### src/hw/rtl/tsnb_pkg.sv
// shared types, codes and channel math of the texture sampler
package tsnb_pkg;

   localparam logic [7:0]  CFG_WIDTH     = 8'd0;
   localparam logic [7:0]  CFG_HEIGHT    = 8'd1;
   localparam logic        CMD_WRITE     = 1'b0;
   localparam logic        CMD_SAMPLE    = 1'b1;
   localparam logic        MODE_NEAREST  = 1'b0;
   localparam logic        MODE_BILINEAR = 1'b1;
   localparam logic [15:0] FRAC_HALF     = 16'h8000;
   localparam logic [16:0] FRAC_ONE      = 17'h10000;

   typedef struct packed {
      logic        valid;
      logic        mode;
      logic        oor;
      logic [15:0] fx;
      logic [15:0] fy;
   } smp_ctl_type;

   function automatic logic [7:0] lerp8(input logic [7:0] a, input logic [7:0] b,
                                        input logic [15:0] f);
      logic [25:0] acc;
      acc = 26'(a) * 26'(FRAC_ONE - 17'(f)) + 26'(b) * 26'(f) + 26'(FRAC_HALF);
      return acc[23:16];
   endfunction

   function automatic logic [31:0] rotr8(input logic [31:0] w);
      return {w[7:0], w[31:8]};
   endfunction

endpackage

### src/hw/rtl/tsnb_coord.sv
// coordinate scaling, rounding, edge clamp and row base stages
module tsnb_coord #(
   parameter int SIDE_W = 9
) (
   input  logic                       clock,
   input  logic                       reset,
   input  logic                       en,
   input  logic [SIDE_W-1:0]          wid,
   input  logic [SIDE_W-1:0]          hgt,
   input  logic                       in_valid,
   input  logic                       in_cmd,
   input  logic [15:0]                in_addr,
   input  logic [31:0]                in_word,
   input  logic [16:0]                in_u,
   input  logic [16:0]                in_v,
   input  logic                       in_mode,
   output tsnb_pkg::smp_ctl_type      ctl,
   output logic                       wr_valid,
   output logic [15:0]                wr_addr,
   output logic [31:0]                wr_word,
   output logic [2*SIDE_W-1:0]        base0,
   output logic [2*SIDE_W-1:0]        base1,
   output logic [SIDE_W-1:0]          col0,
   output logic [SIDE_W-1:0]          col1
);

   localparam int PW = SIDE_W + 17;
   localparam int XW = SIDE_W + 2;
   localparam int BW = 2 * SIDE_W;

   // stage 1: scale
   logic            s1_valid_ff, s1_cmd_ff, s1_mode_ff;
   logic [15:0]     s1_addr_ff;
   logic [31:0]     s1_word_ff;
   logic [PW-1:0]   s1_px_ff, s1_py_ff;

   always_ff @(posedge clock) begin
      if (reset) begin
         s1_valid_ff <= 1'b0;
      end else if (en) begin
         s1_valid_ff <= in_valid;
      end
      if (en) begin
         s1_cmd_ff  <= in_cmd;
         s1_mode_ff <= in_mode;
         s1_addr_ff <= in_addr;
         s1_word_ff <= in_word;
         s1_px_ff   <= PW'(wid) * PW'(in_u);
         s1_py_ff   <= PW'(hgt) * PW'(in_v);
      end
   end

   // stage 2: texel columns and rows
   logic [XW-1:0]   x0, y0, xn, yn, x1, y1, w_x, h_x;
   logic [15:0]     fx, fy;
   logic            oor_in;
   logic [SIDE_W-1:0] c0_in, c1_in, r0_in, r1_in;

   always_comb begin
      w_x = XW'(wid);
      h_x = XW'(hgt);
      x0  = XW'(s1_px_ff[PW-1:16]);
      y0  = XW'(s1_py_ff[PW-1:16]);
      fx  = s1_px_ff[15:0];
      fy  = s1_py_ff[15:0];
      xn  = x0 + XW'(fx > tsnb_pkg::FRAC_HALF);
      yn  = y0 + XW'(fy > tsnb_pkg::FRAC_HALF);
      x1  = (x0 + XW'(1) >= w_x) ? x0 : x0 + XW'(1);
      y1  = (y0 + XW'(1) >= h_x) ? y0 : y0 + XW'(1);
      if (s1_mode_ff == tsnb_pkg::MODE_NEAREST) begin
         oor_in = (xn >= w_x) || (yn >= h_x);
         c0_in  = xn[SIDE_W-1:0];
         r0_in  = yn[SIDE_W-1:0];
      end else begin
         oor_in = (x0 >= w_x) || (y0 >= h_x);
         c0_in  = x0[SIDE_W-1:0];
         r0_in  = y0[SIDE_W-1:0];
      end
      c1_in = x1[SIDE_W-1:0];
      r1_in = y1[SIDE_W-1:0];
   end

   tsnb_pkg::smp_ctl_type s2_ctl_ff;
   logic            s2_wr_ff;
   logic [15:0]     s2_addr_ff;
   logic [31:0]     s2_word_ff;
   logic [SIDE_W-1:0] s2_c0_ff, s2_c1_ff, s2_r0_ff, s2_r1_ff;

   always_ff @(posedge clock) begin
      if (reset) begin
         s2_ctl_ff <= '0;
         s2_wr_ff  <= 1'b0;
      end else if (en) begin
         s2_ctl_ff.valid <= s1_valid_ff && (s1_cmd_ff == tsnb_pkg::CMD_SAMPLE);
         s2_ctl_ff.mode  <= s1_mode_ff;
         s2_ctl_ff.oor   <= oor_in;
         s2_ctl_ff.fx    <= fx;
         s2_ctl_ff.fy    <= fy;
         s2_wr_ff        <= s1_valid_ff && (s1_cmd_ff == tsnb_pkg::CMD_WRITE);
      end
      if (en) begin
         s2_addr_ff <= s1_addr_ff;
         s2_word_ff <= s1_word_ff;
         s2_c0_ff   <= c0_in;
         s2_c1_ff   <= c1_in;
         s2_r0_ff   <= r0_in;
         s2_r1_ff   <= r1_in;
      end
   end

   // stage 3: row base addresses
   tsnb_pkg::smp_ctl_type s3_ctl_ff;
   logic            s3_wr_ff;
   logic [15:0]     s3_addr_ff;
   logic [31:0]     s3_word_ff;
   logic [BW-1:0]   s3_b0_ff, s3_b1_ff;
   logic [SIDE_W-1:0] s3_c0_ff, s3_c1_ff;

   always_ff @(posedge clock) begin
      if (reset) begin
         s3_ctl_ff <= '0;
         s3_wr_ff  <= 1'b0;
      end else if (en) begin
         s3_ctl_ff <= s2_ctl_ff;
         s3_wr_ff  <= s2_wr_ff;
      end
      if (en) begin
         s3_addr_ff <= s2_addr_ff;
         s3_word_ff <= s2_word_ff;
         s3_b0_ff   <= BW'(s2_r0_ff) * BW'(wid);
         s3_b1_ff   <= BW'(s2_r1_ff) * BW'(wid);
         s3_c0_ff   <= s2_c0_ff;
         s3_c1_ff   <= s2_c1_ff;
      end
   end

   assign ctl      = s3_ctl_ff;
   assign wr_valid = s3_wr_ff;
   assign wr_addr  = s3_addr_ff;
   assign wr_word  = s3_word_ff;
   assign base0    = s3_b0_ff;
   assign base1    = s3_b1_ff;
   assign col0     = s3_c0_ff;
   assign col1     = s3_c1_ff;

endmodule

### config.mk
export PLATFORM = sky130hd
export DESIGN_NAME = tsnb_coord
export DESIGN_NICKNAME = d
export VERILOG_FILES = /design/src/hw/rtl/tsnb_pkg.sv /design/src/hw/rtl/tsnb_coord.sv
export SDC_FILE = /design/constraint.sdc
export NUM_CORES = 1
export LEC_CHECK = 0
export BUFFER_PORTS_ARGS = -buffer_cell sky130_fd_sc_hd__buf_4
export CORE_ASPECT_RATIO = 0.75
export CORE_MARGIN = 2
export CORE_UTILIZATION = 60
export DETAILED_ROUTE_END_ITERATION = 8
export HOLD_SLACK_MARGIN = 0.1
export PLACE_DENSITY = 0.9
export SLEW_MARGIN = 20
export SYNTH_ARGS = -nofsm -noshare
export SYNTH_HDL_FRONTEND = slang
export SYNTH_SLANG_ARGS = --single-unit
### constraint.sdc
create_clock -name clock -period 14.7 [get_ports clock]
set_input_delay 1.47 -clock clock [delete_from_list [all_inputs] [get_ports clock]]
set_output_delay 1.47 -clock clock [all_outputs]
set_load 0.02 [all_outputs]
**Word level (Yosys, flattened, before mapping)**

Index checks and enable logic that the tools add are counted.

- Flip-flop bits (word level): 361

- $add $sub $neg: 4
- Multiply operators: 4
- $lt $le $gt $ge: 8
- Muxes and demuxes: 5
- Bitwise operators: 1
- Reductions and logical operators: 4

Operators by type and width:

| cell | count |
|---|---|
| 9-bit by 17-bit multiplier with 26-bit output | 2 |
| 11-bit by 9-bit >= comparator with 1-bit output | 4 |
| 9-bit by 9-bit multiplier with 18-bit output | 2 |
| 9-bit 2-to-1 mux | 4 |
| 16-bit > comparator (second input constant) | 2 |
| 10-bit by 1-bit adder with 11-bit output | 2 |
| 10-bit by 1-bit adder with 11-bit output (second input constant) | 2 |
| 10-bit by 9-bit >= comparator with 1-bit output | 2 |
| 1-bit logical AND | 2 |
| 1-bit logical OR | 2 |
| 1-bit 2-to-1 mux | 1 |
| 1-bit inverter | 1 |

**Logic depth before layout (Yosys ltp)**

- Depth in word-level cells: 5
- Depth in mapped cells: 20

**Worst setup path before layout**

OpenSTA, ideal clock, no wires.

- Path kind: input to register
- Start: input port wid[0]
- End: register s1_px_ff[23], data pin
- Setup time: 0.268 ns
- Arrival time: 5.830 ns
- Required time: 14.432 ns
- Path slack: 8.601 ns
- Stages: 18
- Buffers on the path: 2
- Path through: clkbuf_1 > clkbuf_1 > nand2_1 > fa_1 > inv_1 > fa_1 > inv_1 > fa_1 > fa_1 > inv_1 > ha_1 > nand3_1 > o22ai_2 > o211ai_2 > o31a_1 > a211oi_4 > mux2i_1 > o311ai_1

- Longest elaborated chain between the ends: 1

Ends and longest elaborated chain:

| item | line | RTL |
|---|---|---|
| start, declared | tsnb_coord.sv:8 | `input logic [SIDE_W-1:0] wid,` |
| 9-bit by 17-bit multiplier with 26-bit output | tsnb_coord.sv:48 | `s1_px_ff <= PW'(wid) * PW'(in_u);` |
| end signal, assigned | tsnb_coord.sv:48 |  |
| end, declared | tsnb_coord.sv:35 | `logic [PW-1:0] s1_px_ff, s1_py_ff;` |

No other way between the ends.
A chain may end at the register's enable or synchronous reset.

**Worst setup path in the final report**

- Start: input port wid[0]
- End: register s1_px_ff[24], data pin

Same word-level chain as after synthesis.

==> flow_summary.ini <==
[power]
power.density_mw_per_mm2 = 227.1
peakVddDrop_v = 0.0003304
intPower_uw = 4083
pwr-share-comb_pct = 62.3
clkPwrFrac_pct = 12.9
fin_total_pwr_uw = 7211
switchingPower_uw = 3129
seq_power_share_pct = 24.8
p_leak_uw = 0.01500
switching_share_pct = 43.38

[layout]
drive_gt1_share_pct = 11.50
multiInputGateArea_mm2 = 0.01612
final_nets = 3446
seq_area_mm2 = 0.01011
antennaDiodeCount = 0
fillers = 3249
syn_to_final_growth_pct = 12.55

[synth]
synth-seq-cells = 361
synth_cell_type_count = 65
yosysMostFrequentCell = inv_1
synth-async-reset-ratio_pct = 0
synthCells = 2602
synth-main-ff-cell = edfxtp_1
syn_nets = 3248
synth_top_cell_by_area = edfxtp_1
yosysTopAreaCellShare_pct = 30.65
yosys_warnings = 0
netlist_area_mm2 = 0.02821
synth-edff-count = 288
syn_avg_cell_area_um2 = 10.84
yosysSeqAreaShare_pct = 35.83
synth_common_cells = 439 x inv_1, 312 x fa_1, 288 x edfxtp_1
yosys-top-cells-area = edfxtp_1 31%, fa_1 22%, ha_1 10%, inv_1 5.8%, and2_1 5.8%

[clock_tree]
clk_latency_ns = 0.55
cts_buffers = 36
clkTransAtPathRegs_ns = 0.06
hold_buffers = 0
root_buffer = clkbuf_16
cts_tree = done
post_cts_resized = 0
cts-htree-levels = 2
cts_sinks = 361
ctsLongestPathBuffers = 3
post_cts.repair.setup_buffers = 0

[floorplan]
io_pins = 244
die_h_um = 191.8
core_mm2 = 0.04620
initial_core_util_pct = 61.07
die_area_mm2 = 0.04879
rows = 68
die_x_um = 254.4

[setup_path]
rrSetupSlack_ns = 9.75
endpoint = s1_px_ff[24]
crit_type = in -> reg
worst_setup_path_start_kind = primary input
critPathCaptureType = register
crit_fanout = 38
required_ns = 14.99
ff2ff_path_depth = 16
cp-startpoint = wid[0]
r2r-end = base1[17]
r2r-start = s2_r1_ff[5]
arrival_ns = 6.24

[min_path]
worst_hold_path_type = reg -> reg
whs_path_depth = 0

[grt]
gr-usage-met1_pct = 33.52
grt_pass1_vias = 20110
grt_pass1_wl_um = 99910
grt_busiest_layer = met2
grtUsageMet2_pct = 43.50
grtUsageTotal_pct = 25.72
grt_max_degree = 156
overflow = 0
use_met3_pct = 4.933
antenna_found_initial = 0

[sta]
worst_slew_pin_slew_ns = 0.9671
relSlewSlack_pct = 35.53
setup_violations = 0
slew_viol_final = 0
fin_skew_ns = 0.01543
fmax_ghz = 0.1680
rsz0062_at_grt = false
finalSetupTns_ns = 0
finalCriticalPeriod_ns = 5.953
fin_crit_sh_pct = 40.49
finalHoldViolations = 0

[outcome]
status = completed

[detailed_routing]
drt-total-wl_um = 61270
ant_nets = 0
dr.pass1.iters = 6
routedWlPerCell_um = 17.73
vias = 19200
viasPerCell = 5.557
first_iter_violations = 1425
drc = 0

[placed_design]
dp_hpwl_um = 46170
io_buffers = 243
gp_congestion = 0.8805

[run]
drv_cap = 0
## per-stage QoR
step	cell area, µm²	hold slack, ns	cells	setup WS, ns	util [%]
global placement	30530	0.4007	3391	8.443	66.08
CTS	31730	0.4170	3455	8.817	68.68
floorplan	28210	0.4003	2602	8.601	-
global route	31760	0.4186	3456	8.591	68.74
detailed placement	30530	0.4045	3391	8.255	66.08
finish	31760	0.4060	3456	8.747	68.74
## power by group through the flow
stage	combinational, µW	clock [µW]	sequential (µW)
finish	4500	930	1790
global route	5070	987	1810
CTS	4470	949	1780
detailed placement	4410	0	1800
global placement	4180	0	1790
floorplan	3350	0	1760
## critical path, stage by stage
cell	delay, ns
buf_4	0.39
nand2_1	0.15
fa_1	0.54
inv_1	0.06
fa_1	0.50
fa_1	0.56
inv_1	0.06
fa_1	0.47
inv_1	0.04
ha_1	0.34
a21o_1	0.18
a21o_1	0.17
a21o_1	0.19
a21oi_1	0.25
a31oi_1	0.20
or4_1	0.52
o311a_1	0.13
## registers in the layout, summed over array words and instances (netlist names), 16 cells and up
signal	cells
wr_addr	16
s1_addr_ff	16
s2_ctl_ff	35
s1_py_ff	26
s1_word_ff	32
base0	18
s1_px_ff	26
s2_word_ff	32
base1	18
s2_addr_ff	16
wr_word	32
ctl	35
## routing by layer
metal / part of all wire, % / up-vias
met5: 0 / -
met1: 40 / 9510
met2: 49 / 802
met3: 8.3 / 145
li1: - / 8747
met4: 3.1 / 0
## cells in the final DEF, fill, tap and decap left out, types with 12 or more instances in the layout
master and count:
a21o_1 33, a21oi_1 56, and2_1 261, and3_1 12, buf_4 243, clkbuf_16 39, dfxtp_1 73, edfxtp_1 288
fa_1 312, ha_1 228, inv_1 439, mux2i_1 72, nand2_1 255, nand2b_1 13, nand3_1 29, nand4_1 14
nor2_1 145, nor3_1 25, o21ai_0 31, xnor2_1 71, xor2_1 44
## layout make-up
type | count | area share (%)
Tap cell | 630 | 2.482
Clock inverter | 20 | 0.6107
Clock buffer | 44 | 3.168
Inverter | 439 | 5.189
Sequential cell | 361 | 31.83
Multi-Input combinational cell | 1716 | 50.77
Timing Repair Buffer | 246 | 5.941
## cell families after synthesis
| logic type | count (synthesis) | share of synthesized area, % |
|---|---|---|
| adder cells (fa/ha/maj) | 540 | 32.25 |
| XOR/XNOR | 115 | 3.570 |
| AO/OA/AOI/OAI | 194 | 4.705 |
| buffers and inverters | 525 | 7.020 |
| AND/OR/NAND/NOR | 789 | 13.83 |
| flip-flops | 361 | 35.83 |
| multiplexers | 78 | 2.794 |
## worst min path at each step
stage                   startpoint              to  slack, ns
global placement     s2_word_ff[7]      wr_word[7]       0.40
global route         s1_word_ff[5]   s2_word_ff[5]       0.42
floorplan              s2_c0_ff[0]         col0[0]       0.40
CTS                 s1_addr_ff[15]  s2_addr_ff[15]       0.42
detailed placement  s1_addr_ff[15]  s2_addr_ff[15]       0.40
finish              s1_addr_ff[15]  s2_addr_ff[15]       0.41
(Power assumes the default switching activity.)
